--- src/dbab_pkg.sv ---
// shared types, constants and helpers for the drizzle band alpha blend core
// no dependencies; used by every module of the block by scoped names
`default_nettype none

package dbab_pkg;

  // field widths
  localparam int unsigned CNT_W      = 24;  // sample counts, Q16.8
  localparam int unsigned WGT_W      = 32;  // weight sums, Q16.16
  localparam int unsigned FAC_W      = 17;  // factors and alpha, Q0.16 with room for one
  localparam int unsigned QUO_W      = 16;  // quotient bits of a fraction below one
  localparam int unsigned DIV_CNT_W  = 4;   // step counter of the divider
  localparam int unsigned CFG_IDX_W  = 2;
  localparam int unsigned CFG_DATA_W = 24;

  // fixed point constants
  localparam logic [FAC_W-1:0] ONE_Q16   = 17'd65536;
  localparam logic [17:0]      THREE_Q16 = 18'd196608;
  localparam logic [50:0]      RAMP_RND  = 51'h0_8000_0000;
  localparam logic [33:0]      MUL_RND   = 34'd32768;

  // reset values of the configuration registers
  localparam logic [CNT_W-1:0] MIN_SAMPLES_RST  = 24'd0;
  localparam logic [CNT_W-1:0] FULL_SAMPLES_RST = 24'd2048;
  localparam logic [FAC_W-1:0] ALPHA_CEIL_RST   = 17'd65536;

  // configuration register indexes
  typedef enum logic [CFG_IDX_W-1:0] {
    CFG_MIN_SAMPLES  = 2'd0,
    CFG_FULL_SAMPLES = 2'd1,
    CFG_ALPHA_CEIL   = 2'd2
  } cfg_idx_e;

  // operand set loaded into the shared divider
  typedef enum logic {
    DIV_RAMP = 1'b0,
    DIV_COV  = 1'b1
  } div_sel_e;

  // factor applied in one step of the product chain
  typedef enum logic [2:0] {
    FAC_RAMP = 3'd0,
    FAC_COV  = 3'd1,
    FAC_SEP  = 3'd2,
    FAC_ART  = 3'd3,
    FAC_RGN  = 3'd4
  } fac_sel_e;

  // controller to datapath
  typedef struct packed {
    logic     in_load;
    logic     div_start;
    div_sel_e div_sel;
    logic     load_t;
    logic     update;
    logic     acc_init;
    logic     acc_mul;
    fac_sel_e fac_sel;
    logic     out_load;
  } dbab_cmd_t;

  // datapath to controller
  typedef struct packed {
    logic in_active;
    logic in_last;
    logic last;
    logic any_active;
    logic div_busy;
    logic div_done;
    logic out_free;
  } dbab_status_t;

  // clamp to 1.0 in Q0.16
  function automatic logic [FAC_W-1:0] sat_one(input logic [18:0] v);
    logic [FAC_W-1:0] r;
    if (v > {2'b00, ONE_Q16}) begin
      r = ONE_Q16;
    end else begin
      r = v[FAC_W-1:0];
    end
    return r;
  endfunction

endpackage

`default_nettype wire

--- src/dbab_div.sv ---
// shared restoring divider: fraction quotient of a dividend below the divisor
// one quotient bit per cycle; uses dbab_pkg
`default_nettype none

module dbab_div (
  input  wire logic                        clk_i,
  input  wire logic                        rst_ni,
  input  wire logic                        start_i,
  input  wire logic [dbab_pkg::WGT_W-1:0]  dividend_i,
  input  wire logic [dbab_pkg::WGT_W-1:0]  divisor_i,
  output logic      [dbab_pkg::QUO_W-1:0]  quotient_o,
  output logic                             busy_o,
  output logic                             done_o
);

  localparam logic [dbab_pkg::DIV_CNT_W-1:0] LastStep =
    dbab_pkg::DIV_CNT_W'(dbab_pkg::QUO_W - 1);

  logic [dbab_pkg::WGT_W-1:0]     rem_q, rem_d;
  logic [dbab_pkg::WGT_W-1:0]     den_q;
  logic [dbab_pkg::QUO_W-1:0]     quo_q;
  logic [dbab_pkg::DIV_CNT_W-1:0] cnt_q;
  logic                           busy_q, done_q;
  logic [dbab_pkg::WGT_W:0]       rem2, rem_sub;
  logic                           ge;

  // one trial subtraction per step
  always_comb begin
    rem2    = {rem_q, 1'b0};
    rem_sub = rem2 - {1'b0, den_q};
    ge      = rem2 >= {1'b0, den_q};
    rem_d   = ge ? rem_sub[dbab_pkg::WGT_W-1:0] : rem2[dbab_pkg::WGT_W-1:0];
  end

  // step control
  always_ff @(posedge clk_i or negedge rst_ni) begin
    if (!rst_ni) begin
      busy_q <= 1'b0;
      done_q <= 1'b0;
      cnt_q  <= '0;
    end else begin
      done_q <= 1'b0;
      if (start_i) begin
        busy_q <= 1'b1;
        cnt_q  <= LastStep;
      end else if (busy_q) begin
        cnt_q <= cnt_q - 1'b1;
        if (cnt_q == '0) begin
          busy_q <= 1'b0;
          done_q <= 1'b1;
        end
      end
    end
  end

  // remainder and quotient
  always_ff @(posedge clk_i) begin
    if (start_i) begin
      rem_q <= dividend_i;
      den_q <= divisor_i;
    end else if (busy_q) begin
      rem_q <= rem_d;
      quo_q <= {quo_q[dbab_pkg::QUO_W-2:0], ge};
    end
  end

  assign quotient_o = quo_q;
  assign busy_o     = busy_q;
  assign done_o     = done_q;

endmodule

`default_nettype wire

--- src/dbab_dp.sv ---
// datapath: config registers, item registers, ramp and coverage, minima,
// product chain and output register; uses dbab_pkg and dbab_div
`default_nettype none

module dbab_dp (
  input  wire logic                              clk_i,
  input  wire logic                              rst_ni,
  // configuration
  input  wire logic                              cfg_we_i,
  input  wire logic [dbab_pkg::CFG_IDX_W-1:0]    cfg_index_i,
  input  wire logic [dbab_pkg::CFG_DATA_W-1:0]   cfg_data_i,
  // item fields
  input  wire logic                              profile_support_i,
  input  wire logic                              uniform_support_i,
  input  wire logic [dbab_pkg::CNT_W-1:0]        eff_samples_i,
  input  wire logic [dbab_pkg::WGT_W-1:0]        uniform_weight_i,
  input  wire logic [dbab_pkg::WGT_W-1:0]        profile_weight_i,
  input  wire logic [dbab_pkg::FAC_W-1:0]        ext_separation_i,
  input  wire logic [dbab_pkg::FAC_W-1:0]        ext_artifact_i,
  input  wire logic [dbab_pkg::FAC_W-1:0]        ext_registration_i,
  input  wire logic                              last_channel_i,
  // controller link
  input  wire dbab_pkg::dbab_cmd_t               cmd_i,
  output dbab_pkg::dbab_status_t                 status_o,
  // result
  input  wire logic                              out_ready_i,
  output logic                                   out_valid_o,
  output logic      [dbab_pkg::FAC_W-1:0]        alpha_o,
  output logic                                   none_active_o
);

  // configuration registers
  logic [dbab_pkg::CNT_W-1:0] min_q, full_q;
  logic [dbab_pkg::FAC_W-1:0] cap_q;

  // item registers
  logic [dbab_pkg::CNT_W-1:0] x_q;
  logic [dbab_pkg::WGT_W-1:0] uw_q, pw_q;
  logic [dbab_pkg::FAC_W-1:0] sep_q, art_q, rgn_q;
  logic                       last_q;

  // ramp pipeline
  logic [dbab_pkg::QUO_W-1:0] t_q;
  logic [31:0]                sq_q;
  logic [17:0]                tri_f;
  logic [49:0]                s_q;
  logic [50:0]                rsum;
  logic [dbab_pkg::FAC_W-1:0] rmp_q;

  // accumulated state and product
  logic [dbab_pkg::FAC_W-1:0] min_ramp_q, min_cov_q, acc_q;
  logic                       any_q;
  logic [dbab_pkg::FAC_W-1:0] ramp_val, cov_val, fac, acc_d;
  logic [33:0]                mprod, mrnd;

  // output register
  logic                       out_valid_q, none_q;
  logic [dbab_pkg::FAC_W-1:0] alpha_q;

  // divider link
  logic [dbab_pkg::CNT_W-1:0] ramp_num, ramp_den;
  logic [dbab_pkg::WGT_W-1:0] div_dividend, div_divisor;
  logic [dbab_pkg::QUO_W-1:0] quo;
  logic                       div_busy, div_done;
  logic                       step_mode;

  // configuration writes
  always_ff @(posedge clk_i or negedge rst_ni) begin
    if (!rst_ni) begin
      min_q  <= dbab_pkg::MIN_SAMPLES_RST;
      full_q <= dbab_pkg::FULL_SAMPLES_RST;
      cap_q  <= dbab_pkg::ALPHA_CEIL_RST;
    end else if (cfg_we_i) begin
      unique case (cfg_index_i)
        dbab_pkg::CFG_MIN_SAMPLES:  min_q  <= cfg_data_i[dbab_pkg::CNT_W-1:0];
        dbab_pkg::CFG_FULL_SAMPLES: full_q <= cfg_data_i[dbab_pkg::CNT_W-1:0];
        dbab_pkg::CFG_ALPHA_CEIL:   cap_q  <= cfg_data_i[dbab_pkg::FAC_W-1:0];
        default: ;
      endcase
    end
  end

  // capture of an accepted beat, factors clamped to one
  always_ff @(posedge clk_i) begin
    if (cmd_i.in_load) begin
      x_q    <= eff_samples_i;
      uw_q   <= uniform_weight_i;
      pw_q   <= profile_weight_i;
      sep_q  <= dbab_pkg::sat_one({2'b00, ext_separation_i});
      art_q  <= dbab_pkg::sat_one({2'b00, ext_artifact_i});
      rgn_q  <= dbab_pkg::sat_one({2'b00, ext_registration_i});
      last_q <= last_channel_i;
    end
  end

  // divider operands
  assign ramp_num     = x_q - min_q;
  assign ramp_den     = full_q - min_q;
  assign div_dividend = (cmd_i.div_sel == dbab_pkg::DIV_RAMP) ? {8'd0, ramp_num} : pw_q;
  assign div_divisor  = (cmd_i.div_sel == dbab_pkg::DIV_RAMP) ? {8'd0, ramp_den} : uw_q;

  dbab_div u_div (
    .clk_i      (clk_i),
    .rst_ni     (rst_ni),
    .start_i    (cmd_i.div_start),
    .dividend_i (div_dividend),
    .divisor_i  (div_divisor),
    .quotient_o (quo),
    .busy_o     (div_busy),
    .done_o     (div_done)
  );

  // smoothstep t*t*(3-2t), one multiply per stage
  assign tri_f = dbab_pkg::THREE_Q16 - {1'b0, t_q, 1'b0};
  assign rsum  = {1'b0, s_q} + dbab_pkg::RAMP_RND;

  always_ff @(posedge clk_i) begin
    if (cmd_i.load_t) begin
      t_q <= quo;
    end
    sq_q  <= {16'd0, t_q} * {16'd0, t_q};
    s_q   <= {18'd0, sq_q} * {32'd0, tri_f};
    rmp_q <= dbab_pkg::sat_one(rsum[50:32]);
  end

  // ramp and coverage with their edge cases
  always_comb begin
    step_mode = full_q <= min_q;
    if (step_mode) begin
      ramp_val = (x_q >= full_q) ? dbab_pkg::ONE_Q16 : '0;
    end else if (x_q <= min_q) begin
      ramp_val = '0;
    end else if (x_q >= full_q) begin
      ramp_val = dbab_pkg::ONE_Q16;
    end else begin
      ramp_val = rmp_q;
    end
    if (uw_q == '0) begin
      cov_val = '0;
    end else if (pw_q >= uw_q) begin
      cov_val = dbab_pkg::ONE_Q16;
    end else begin
      cov_val = {1'b0, quo};
    end
  end

  // factor of the current product step
  always_comb begin
    case (cmd_i.fac_sel)
      dbab_pkg::FAC_RAMP: fac = min_ramp_q;
      dbab_pkg::FAC_COV:  fac = min_cov_q;
      dbab_pkg::FAC_SEP:  fac = sep_q;
      dbab_pkg::FAC_ART:  fac = art_q;
      dbab_pkg::FAC_RGN:  fac = rgn_q;
      default:            fac = dbab_pkg::ONE_Q16;
    endcase
    mprod = {17'd0, acc_q} * {17'd0, fac};
    mrnd  = mprod + dbab_pkg::MUL_RND;
    acc_d = dbab_pkg::sat_one({1'b0, mrnd[33:16]});
  end

  // running minima over the active channels of a pixel
  always_ff @(posedge clk_i or negedge rst_ni) begin
    if (!rst_ni) begin
      min_ramp_q <= dbab_pkg::ONE_Q16;
      min_cov_q  <= dbab_pkg::ONE_Q16;
      any_q      <= 1'b0;
    end else if (cmd_i.out_load) begin
      min_ramp_q <= dbab_pkg::ONE_Q16;
      min_cov_q  <= dbab_pkg::ONE_Q16;
      any_q      <= 1'b0;
    end else if (cmd_i.update) begin
      any_q <= 1'b1;
      if (ramp_val < min_ramp_q) begin
        min_ramp_q <= ramp_val;
      end
      if (cov_val < min_cov_q) begin
        min_cov_q <= cov_val;
      end
    end
  end

  // product accumulator
  always_ff @(posedge clk_i) begin
    if (cmd_i.acc_init) begin
      acc_q <= dbab_pkg::sat_one({2'b00, cap_q});
    end else if (cmd_i.acc_mul) begin
      acc_q <= acc_d;
    end
  end

  // output register
  always_ff @(posedge clk_i or negedge rst_ni) begin
    if (!rst_ni) begin
      out_valid_q <= 1'b0;
    end else if (cmd_i.out_load) begin
      out_valid_q <= 1'b1;
    end else if (out_ready_i) begin
      out_valid_q <= 1'b0;
    end
  end

  always_ff @(posedge clk_i) begin
    if (cmd_i.out_load) begin
      alpha_q <= any_q ? acc_q : '0;
      none_q  <= !any_q;
    end
  end

  // status back to the controller
  always_comb begin
    status_o.in_active  = profile_support_i & uniform_support_i;
    status_o.in_last    = last_channel_i;
    status_o.last       = last_q;
    status_o.any_active = any_q;
    status_o.div_busy   = div_busy;
    status_o.div_done   = div_done;
    status_o.out_free   = !out_valid_q || out_ready_i;
  end

  assign out_valid_o   = out_valid_q;
  assign alpha_o       = alpha_q;
  assign none_active_o = none_q;

endmodule

`default_nettype wire

--- src/dbab_ctrl.sv ---
// controller: sequences capture, two divisions, minimum update, product chain
// and result hand-off; uses dbab_pkg
`default_nettype none

module dbab_ctrl (
  input  wire logic                   clk_i,
  input  wire logic                   rst_ni,
  input  wire logic                   in_valid_i,
  output logic                        in_ready_o,
  input  wire dbab_pkg::dbab_status_t status_i,
  output dbab_pkg::dbab_cmd_t         cmd_o
);

  typedef enum logic [3:0] {
    S_IDLE,
    S_RSTART,
    S_RWAIT,
    S_CSTART,
    S_CWAIT,
    S_UPDATE,
    S_PINIT,
    S_PMUL,
    S_OUT
  } state_e;

  state_e             state_q, state_d;
  dbab_pkg::fac_sel_e step_q, step_d;

  // next state
  always_comb begin
    state_d = state_q;
    step_d  = step_q;
    unique case (state_q)
      S_IDLE: begin
        if (in_valid_i) begin
          if (status_i.in_active) begin
            state_d = S_RSTART;
          end else if (status_i.in_last) begin
            state_d = status_i.any_active ? S_PINIT : S_OUT;
          end
        end
      end
      S_RSTART: state_d = S_RWAIT;
      S_RWAIT: begin
        if (status_i.div_done) begin
          state_d = S_CSTART;
        end
      end
      S_CSTART: state_d = S_CWAIT;
      S_CWAIT: begin
        if (status_i.div_done) begin
          state_d = S_UPDATE;
        end
      end
      S_UPDATE: state_d = status_i.last ? S_PINIT : S_IDLE;
      S_PINIT: begin
        state_d = S_PMUL;
        step_d  = dbab_pkg::FAC_RAMP;
      end
      S_PMUL: begin
        if (step_q == dbab_pkg::FAC_RGN) begin
          state_d = S_OUT;
        end else begin
          step_d = dbab_pkg::fac_sel_e'(step_q + 3'd1);
        end
      end
      S_OUT: begin
        if (status_i.out_free) begin
          state_d = S_IDLE;
        end
      end
      default: state_d = S_IDLE;
    endcase
  end

  // state and step registers
  always_ff @(posedge clk_i or negedge rst_ni) begin
    if (!rst_ni) begin
      state_q <= S_IDLE;
      step_q  <= dbab_pkg::FAC_RAMP;
    end else begin
      state_q <= state_d;
      step_q  <= step_d;
    end
  end

  // command decode
  always_comb begin
    cmd_o           = '0;
    cmd_o.div_sel   = (state_q == S_CSTART) ? dbab_pkg::DIV_COV : dbab_pkg::DIV_RAMP;
    cmd_o.fac_sel   = step_q;
    cmd_o.in_load   = (state_q == S_IDLE) && in_valid_i;
    cmd_o.div_start = (state_q == S_RSTART) || (state_q == S_CSTART);
    cmd_o.load_t    = (state_q == S_CSTART);
    cmd_o.update    = (state_q == S_UPDATE);
    cmd_o.acc_init  = (state_q == S_PINIT);
    cmd_o.acc_mul   = (state_q == S_PMUL);
    cmd_o.out_load  = (state_q == S_OUT) && status_i.out_free;
  end

  assign in_ready_o = (state_q == S_IDLE);

endmodule

`default_nettype wire

--- src/drizzle_band_alpha_blend_core.sv ---
// Band blend alpha core. One beat on the input channel carries one color channel
// of one pixel: support flags, effective sample count, band and uniform weight
// sums, three confidence factors and a last-channel mark.
// Channels with both supports set fold a smoothstep of the sample count and the
// weight coverage into per-pixel minima. On the last channel one beat leaves on
// the output channel: the alpha ceiling times both minima times the three
// factors, clamped to one, or zero with none_active set when no channel was active.
// An active channel makes two passes through the shared one-bit-per-cycle
// divider (ramp, then coverage); an inactive one needs none. The last channel
// then runs the five-step multiply chain before the result registers; it shows
// on the output the cycle after. Configuration: cfg_we_i writes cfg_data_i to
// register cfg_index_i (0 min samples, 1 full samples, 2 alpha ceiling); the
// user must write it only while the block is idle, which the block itself does
// not enforce. Reset returns the minima to one, clears the output valid and
// restores the register defaults. A stalled receiver holds the result in the
// output register; the block keeps taking beats and only waits when the next
// result is ready. Depends on dbab_pkg, dbab_ctrl, dbab_dp.
`default_nettype none

module drizzle_band_alpha_blend_core (
  input  wire logic                            clk_i,
  input  wire logic                            rst_ni,
  // configuration port
  input  wire logic                            cfg_we_i,
  input  wire logic [dbab_pkg::CFG_IDX_W-1:0]  cfg_index_i,
  input  wire logic [dbab_pkg::CFG_DATA_W-1:0] cfg_data_i,
  // input channel
  input  wire logic                            in_valid_i,
  output logic                                 in_ready_o,
  input  wire logic                            profile_support_i,
  input  wire logic                            uniform_support_i,
  input  wire logic [dbab_pkg::CNT_W-1:0]      eff_samples_i,
  input  wire logic [dbab_pkg::WGT_W-1:0]      uniform_weight_i,
  input  wire logic [dbab_pkg::WGT_W-1:0]      profile_weight_i,
  input  wire logic [dbab_pkg::FAC_W-1:0]      ext_separation_i,
  input  wire logic [dbab_pkg::FAC_W-1:0]      ext_artifact_i,
  input  wire logic [dbab_pkg::FAC_W-1:0]      ext_registration_i,
  input  wire logic                            last_channel_i,
  // output channel
  output logic                                 out_valid_o,
  input  wire logic                            out_ready_i,
  output logic      [dbab_pkg::FAC_W-1:0]      alpha_o,
  output logic                                 none_active_o
);

  dbab_pkg::dbab_cmd_t    cmd;
  dbab_pkg::dbab_status_t status;

  // sequencer
  dbab_ctrl u_ctrl (
    .clk_i      (clk_i),
    .rst_ni     (rst_ni),
    .in_valid_i (in_valid_i),
    .in_ready_o (in_ready_o),
    .status_i   (status),
    .cmd_o      (cmd)
  );

  // arithmetic and storage
  dbab_dp u_dp (
    .clk_i              (clk_i),
    .rst_ni             (rst_ni),
    .cfg_we_i           (cfg_we_i),
    .cfg_index_i        (cfg_index_i),
    .cfg_data_i         (cfg_data_i),
    .profile_support_i  (profile_support_i),
    .uniform_support_i  (uniform_support_i),
    .eff_samples_i      (eff_samples_i),
    .uniform_weight_i   (uniform_weight_i),
    .profile_weight_i   (profile_weight_i),
    .ext_separation_i   (ext_separation_i),
    .ext_artifact_i     (ext_artifact_i),
    .ext_registration_i (ext_registration_i),
    .last_channel_i     (last_channel_i),
    .cmd_i              (cmd),
    .status_o           (status),
    .out_ready_i        (out_ready_i),
    .out_valid_o        (out_valid_o),
    .alpha_o            (alpha_o),
    .none_active_o      (none_active_o)
  );

  // no active channel always yields zero alpha
  a_none_zero: assert property (@(posedge clk_i) disable iff (!rst_ni)
    out_valid_o && none_active_o |-> alpha_o == '0)
    else $error("none_active with nonzero alpha");

  // alpha never exceeds one
  a_alpha_range: assert property (@(posedge clk_i) disable iff (!rst_ni)
    out_valid_o |-> alpha_o <= dbab_pkg::ONE_Q16)
    else $error("alpha above one");

  // divider is quiet whenever a new beat may enter
  a_idle_div: assert property (@(posedge clk_i) disable iff (!rst_ni)
    in_ready_o |-> !status.div_busy)
    else $error("divider busy while idle");

  // a result only overwrites a free output register
  a_load_free: assert property (@(posedge clk_i) disable iff (!rst_ni)
    cmd.out_load |-> status.out_free)
    else $error("result loaded over a pending beat");

  // a folded channel marks the pixel active
  a_any_set: assert property (@(posedge clk_i) disable iff (!rst_ni)
    cmd.update |=> status.any_active)
    else $error("active flag not set after update");

endmodule

`default_nettype wire
--- config.mk ---
export PLATFORM = sky130hd
export DESIGN_NAME = drizzle_band_alpha_blend_core
export DESIGN_NICKNAME = d
export VERILOG_FILES = /design/src/dbab_pkg.sv /design/src/dbab_div.sv /design/src/dbab_dp.sv /design/src/dbab_ctrl.sv /design/src/drizzle_band_alpha_blend_core.sv
export SDC_FILE = /design/constraint.sdc
export NUM_CORES = 2
export LEC_CHECK = 0
export BUFFER_PORTS_ARGS = -buffer_cell sky130_fd_sc_hd__clkbuf_2
export CAP_MARGIN = 20
export CORE_UTILIZATION = 55
export CTS_CLUSTER_SIZE = 14
export DETAILED_ROUTE_END_ITERATION = 16
export PLACE_DENSITY = 0.75
export SLEW_MARGIN = 20
export SYNTH_ARGS = -nofsm -noshare
export SYNTH_HDL_FRONTEND = slang
export SYNTH_SLANG_ARGS = --single-unit
--- constraint.sdc ---
create_clock -name clk_i -period 7.8 [get_ports clk_i]
set_input_delay 1.17 -clock clk_i [delete_from_list [all_inputs] [get_ports clk_i]]
set_output_delay 1.17 -clock clk_i [all_outputs]
set_load 0.01 [all_outputs]
# [Word level (Yosys, flattened, before mapping)]
# Cells that the tools add are included.
[classes] n_lt_le_gt_ge=13 n_bitwise=2 n_reduce_logical=25 mux=47 n_addsub=8 eq_ne=21 multipliers=3
[op_table] cell="$mux 17" n=16
[op_table] cell="$mux 32" n=4
[op_table] cell="$pmux 17 s5" n=1
[op_table] cell="$gt 17x17->1 const B" n=4
[op_table] cell="$add 50x32->51 const B" n=1
[op_table] cell="$mul 32x18->50" n=1
[op_table] cell="$le 24x24->1" n=2
[op_table] cell="$sub 24x24->24" n=2
[op_table] cell="$mux 4" n=10
[op_table] cell="$pmux 4 s9" n=1
[op_table] cell="$add 34x16->34 const B" n=1
[op_table] cell="$lt 17x17->1" n=2
[op_table] cell="$mul 17x17->34" n=1
[op_table] cell="$ge 33x32->1" n=1
[op_table] cell="$ge 32x32->1" n=1
[op_table] cell="$logic_not 32->1" n=1
[op_table] cell="$mul 16x16->32" n=1
[op_table] cell="$sub 32x32->32" n=1
[op_table] cell="$ge 24x24->1" n=1
[op_table] cell="$mux 24" n=1
[op_table] cell="$gt 19x17->1 const B" n=1
[op_table] cell="$gt 18x17->1 const B" n=1
[op_table] cell="$sub 18x17->18 const A" n=1
[op_table] cell="$eq 4x3->1 const B" n=4
[op_table] cell="27 further kinds" n=59
[totals] wordCells=149 input_bits=173 ff_bits=484 out_inout_bits=20

# [Longest topological paths before layout]
[depth] ltp_word=8 ltp_mapped=33 depth_no_buf=29

# [Hierarchy]
# From an unflattened synthesis, not the netlist that was laid out.
[unflattened] cells_unflattened=5944 hier_area_um2=56795.7
[modules_own_cells] mod="dbab_dp" area_per_inst_um2=50950.1 n_inst=1 cells_per_inst=5375 seq_area_each_um2=9609.2
[modules_own_cells] mod="dbab_div" area_per_inst_um2=5270.1 n_inst=1 cells_per_inst=509 seq_area_each_um2=2552.4
[modules_own_cells] mod="dbab_ctrl" area_per_inst_um2=575.6 n_inst=1 cells_per_inst=60 seq_area_each_um2=175.2

# [Least setup slack after synthesis]
# Ideal clock, no wire load.
[synth_timing] kind="reg2reg" start="register u_ctrl.step_q[2]" end="register u_dp.acc_q[10] (netlist bit), data pin" required_ns=7.544 path_slack_ns=-0.066 setup_time_ns=0.256 synth_period_minus_slack_ns=7.866 path_buffers=5 arrival_time_ns=7.610 path_stages_with_launch=31 cell_sequence="dfrtp_1 -> clkbuf_1 -> clkbuf_1 -> inv_1 -> ha_1 -> clkbuf_1 -> a222oi_1 -> nand2_1 -> clkbuf_1 -> and2_1 -> fa_1 -> inv_1 -> fa_1 -> fa_1 -> inv_1 -> fa_1 -> fa_1 -> inv_1 -> fa_1 -> inv_1 -> ha_1 -> and3_1 -> nand4_1 -> or3_1 -> o211ai_2 -> a221oi_2 -> a21oi_1 -> mux2i_2 -> nor2_2 -> buf_6 -> a22o_1"
[synth_via] elab_chain_cells=8 word_cells_on_any_way=12 classes_between="1 x add/sub; 1 x mul; 1 x order compare; 4 x eq/ne; 4 x mux; 1 x reduce/logical"
[synth_lines] element="from (decl)" line="dbab_ctrl.sv:27" text="dbab_pkg::fac_sel_e step_q, step_d;"
[synth_lines] element="from (signal assigned)" line="dbab_ctrl.sv:80" text="step_q <= dbab_pkg::FAC_RAMP;"
[synth_lines] element="from (signal assigned)" line="dbab_ctrl.sv:83" text="step_q <= step_d;"
[synth_lines] element="$eq 3x3->1, or another cell as far along" line="dbab_dp.sv:149" text="case (cmd_i.fac_sel)"
[synth_lines] element="$pmux 17 s5 (*)" line="dbab_dp.sv:149"
[synth_lines] element="$mul 17x17->34 (*)" line="dbab_dp.sv:157" text="mprod = {17'd0, acc_q} * {17'd0, fac};"
[synth_lines] element="$add 34x16->34 (*)" line="dbab_dp.sv:158" text="mrnd = mprod + dbab_pkg::MUL_RND;"
[synth_lines] element="$gt 18x17->1" line="dbab_pkg.sv:76" text="if (v > {2'b00, ONE_Q16}) begin"
[synth_lines] element="$mux 17 (*)" line="dbab_pkg.sv:76"
[synth_lines] element="$mux 17 (*)" line="dbab_dp.sv:187" text="end else if (cmd_i.acc_mul) begin"
[synth_lines] element="$mux 17 (*)" line="dbab_dp.sv:185" text="if (cmd_i.acc_init) begin"
[synth_lines] element="to (signal assigned)" line="dbab_dp.sv:186" text="acc_q <= dbab_pkg::sat_one({2'b00, cap_q});"
[synth_lines] element="to (decl)" line="dbab_dp.sv:51" text="logic [dbab_pkg::FAC_W-1:0] min_ramp_q, min_cov_q, acc_q;"
# Mark *: on every way between the ends. The rest lies on a longest branch, timed or not. The select of a mux whose other input is x is not followed.
# A chain may end at the register's enable or synchronous reset.

# [Worst setup path after layout]
[layout_timing] start="register u_dp.t_q[4] (netlist bit)" end="register u_dp.s_q[36]"
[layout_via] elab_chain_cells=2
[layout_lines] element="from (decl)" line="dbab_dp.sv:43" text="logic [dbab_pkg::QUO_W-1:0] t_q;"
[layout_lines] element="from (signal assigned)" line="dbab_dp.sv:119" text="t_q <= quo;"
[layout_lines] element="$sub 18x17->18" line="dbab_dp.sv:114" text="assign tri_f = dbab_pkg::THREE_Q16 - {1'b0, t_q, 1'b0};"
[layout_lines] element="$mul 32x18->50" line="dbab_dp.sv:122" text="s_q <= {18'd0, sq_q} * {32'd0, tri_f};"
[layout_lines] element="to (signal assigned)" line="dbab_dp.sv:122"
[layout_lines] element="to (decl)" line="dbab_dp.sv:46" text="logic [49:0] s_q;"
# Every way passes these cells.

==> run_results.csv <==
group,metric,value,unit
outcome,status,"complete, no violations",
floorplan,io_pins,193,
timing,final-hold-violation-count,0,
worst_setup_path,slowest_delay,0.55,ns
timing,slew_headroom,0.252,
timing,worst_clock_skew,0.0229,ns
floorplan,die_y,321,um
synth,yosys.area.top_type,"fa_1",
placement,gp_congestion,0.965,
floorplan,start_util,0.557,
synth,synthFlopType,"edfxtp_1",
cells_and_area,fin_nets,7495,
timing,setup_ws,0.193,ns
detailed_routing,dr.first_iter.drc_count,3386,
placement,hpwl,116,mm
timing,period_needed,7.61,ns
floorplan,design.core.area,100000,um2
synth,syn-num-nets,7313,
min_path,holdPathStages,2,
placement,place_ws,-0.191,ns
timing,tightest_slew,1.12,ns
synth,synth_area_leaders,"fa_1, edfxtp_1, ha_1, inv_1, nand2_1",
timing,slew_viol_final,0,
synth,synth_compound_area_frac,0.0844,
synth,synth-edff-count,271,
synth,synth_cells,5772,
cts,ctsRootBufferMaster,"clkbuf_16",
timing,max_freq,0.131,GHz
cts,path_clk_slew,0.06,ns
detailed_routing,dr_wl_met2,69.6,mm
cts,clock_path_buffers,3,
grt,gr-total-overflow,0,
synth,synth_top_area_frac,0.295,
detailed_routing,dr.pass1.iters,9,
worst_setup_path,critPathTopFamily,"adder cells",
grt,grt_max_degree,73,
grt,track_usage,0.287,
cts,clock_sinks,452,
worst_setup_path,endpoint_kind,"flip-flop",
worst_setup_path,cp_data_arrival_time,8.14,ns
floorplan,design.die.area,103000,um2
detailed_routing,routed_via_density,5.60,
grt,antenna_found_initial,6,
detailed_routing,ant_nets,0,
synth,synthMuxAreaShare,0.0131,
worst_setup_path,cpMaxStageDelayCell,"or4_4",
worst_setup_path,worst-path-max-fanout,8,
timing,fin_crit_sh,0.975,
detailed_routing,drt-total-wl,145,mm
synth,ys_ff_latch,452,
detailed_routing,top_layer,"met5",
worst_setup_path,cpMostUsedCell,"fa_1",
synth,synthArstFlopShare,0.252,
grt,grt_pass1_wl,231,mm
cells_and_area,drive_gt1_frac,0.0957,
grt,grt_pass1_vias,43400,
worst_setup_path,cp-start-kind,"flip-flop",
placement,port_buffers,192,
synth,synth.cell_area,55800,um2
cells_and_area,utilization,0.609,
worst_setup_path,crit_buf_inv,6,
synth,ys_types,101,
detailed_routing,wl_per_cell,19.7,um
worst_setup_path,crit_type,"flip-flop to flip-flop",
cts,cts_buffers,51,
worst_setup_path,path_depth,28,
synth,syn_area_per_cell,9.67,um2
cts,cts_tree,"done",
floorplan,die_x,321,um
detailed_routing,met3_length,10.8,mm
cts,clk_latency,0.65,ns
detailed_routing,via_count,41200,
synth,yosysWarnings,0,
worst_setup_path,crit_required,8.33,ns
synth,synth_top_family_by_area,"adder cells",
cts,cts_max_level,2,
synth,synth_fa_ha_area_frac,0.417,
floorplan,core.rowCount,116,
min_path,hold_class,"flip-flop to flip-flop",
run,cap_violations,0,
timing,setup_viol,0,
cells_and_area,area_growth,9.38,%
worst_setup_path,r2r_cells,28,
cts,holdBufCountCts,0,
synth,yosys.area_share.xor_xnor,0.0254,
detailed_routing,wl_met1,57.7,mm
synth,ys_seq_area_frac,0.221,
detailed_routing,drc,0,
synth,yosys.area_share.simple,0.148,
[state kept, by name (all words and copies together), names as in the netlist, 19 cells and up]
signal and count:
u_dp.pw_q 32, u_dp.x_q 24, u_dp.u_div.den_q 32, u_dp.s_q 19
u_dp.min_q 24, u_dp.full_q 24, u_dp.sq_q 31, u_dp.u_div.rem_q 32
u_dp.uw_q 32
[layout by cell type (no fill, tap or decap), drive strengths merged, types with 20 or more instances in the layout]
master	synthesis	routed
clkbuf	181	262
nand4	43	43
nor3	32	32
nor2b	82	82
nor2	187	188
buf	28	140
a22o	32	32
and3	37	37
inv	1117	1122
a21oi	170	170
clkinv	3	23
nand3	57	57
edfxtp	271	271
nand2	753	753
nand2b	20	20
dfxtp	67	67
dfrtp	110	110
fa	822	822
a211oi	29	29
o21a	27	27
mux2i	21	21
nor4	37	37
ha	546	546
xnor2	97	99
and2	410	410
a31oi	21	21
mux2	46	46
xor2	65	65
o21ai	140	140
a22oi	21	21
a21o	105	105
[per-stage QoR]
step	cells	setup TNS [ns]	hold WS, ns	cell area (um2)
2_1_floorplan	5772	0	0.375	55800
3_3_place_gp	7229	-0.163	0.451	58700
3_5_place_dp	7229	-0.780	0.449	58700
4_1_cts	7325	0	0.484	60400
5_1_grt	7356	-0.277	0.495	61000
6_report	7356	0	0.478	61000
[worst paths after layout]
kind                            slack, ns            from             endpoint
worst max-delay path                 0.19     u_dp.t_q[4]         u_dp.s_q[36]
worst min-delay path                 0.48  u_dp.rmp_q[10]  u_dp.min_ramp_q[10]
worst max register to register       0.19     u_dp.t_q[4]         u_dp.s_q[36]
worst min register to register       0.48  u_dp.rmp_q[10]  u_dp.min_ramp_q[10]
max in group asynchronous            5.85          rst_ni   u_dp.min_ramp_q[1]
min in group asynchronous            0.55          rst_ni       u_dp.min_q[18]
[what timing repair did]
| item | in CTS | in global routing |
|---|---|---|
| gates resized for setup | 4 | 61 |
| setup buffers | 0 | 23 |
| pin swaps | 0 | 33 |
| cloned | 0 | 6 |
| setup endpoints to repair | 8 | 29 |
[worst register-to-register path, delay by kind of cell, from the launching register on]
| kind | cells | cell delay [ns] |
|---|---|---|
| fa+ha+maj | 7 | 3.01 |
| simple gates | 7 | 1.69 |
| compound gates | 6 | 1.09 |
| buf+inv | 6 | 0.87 |
| xor+xnor | 2 | 0.46 |
| flops | 1 | 0.38 |
[routing by layer]
metal | vias up | global-route usage
met1 | 20600 | 0.362
met2 | 1559 | 0.484
met5 | - | 0
li1 | 18700 | -
met4 | 6 | 0.125
met3 | 365 | 0.0505
[synth_stat cells (37+ instances only)]
library cell	n
xor2_1	65
and2_1	409
nor4_1	37
nor2b_1	82
nand2_1	752
mux2_2	45
dfxtp_1	67
clkbuf_1	181
inv_1	1116
a21oi_1	166
fa_1	822
xnor2_1	97
nand4_1	43
o21ai_0	136
ha_1	546
a21o_1	105
and3_1	37
dfrtp_1	110
nand3_1	57
edfxtp_1	271
nor2_1	186
[cells by family (layout without fill, tap and decap cells)]
family / Yosys count / after routing
simple gates: 1707 / 1708
fa+ha+maj: 1368 / 1368
other cells: 0 / 2
flops: 452 / 452
compound gates: 687 / 687
buf+inv: 1329 / 1551
xor+xnor: 162 / 164
mux: 67 / 67
[cell type report]
cell class / instances / area, um2
clock inverters: 29 / 246
well taps: 1357 / 1700
multi-input cells: 3994 / 38900
diodes: 2 / 5.00
fillers: 8171 / 39200
repair buffers: 335 / 2210
inverters: 1120 / 4200
flip-flops and latches: 452 / 12300
clock buffers: 67 / 1430
Power is not shown: default switching activity piles up to over one toggle a cycle in this logic, so the estimate is an artifact.
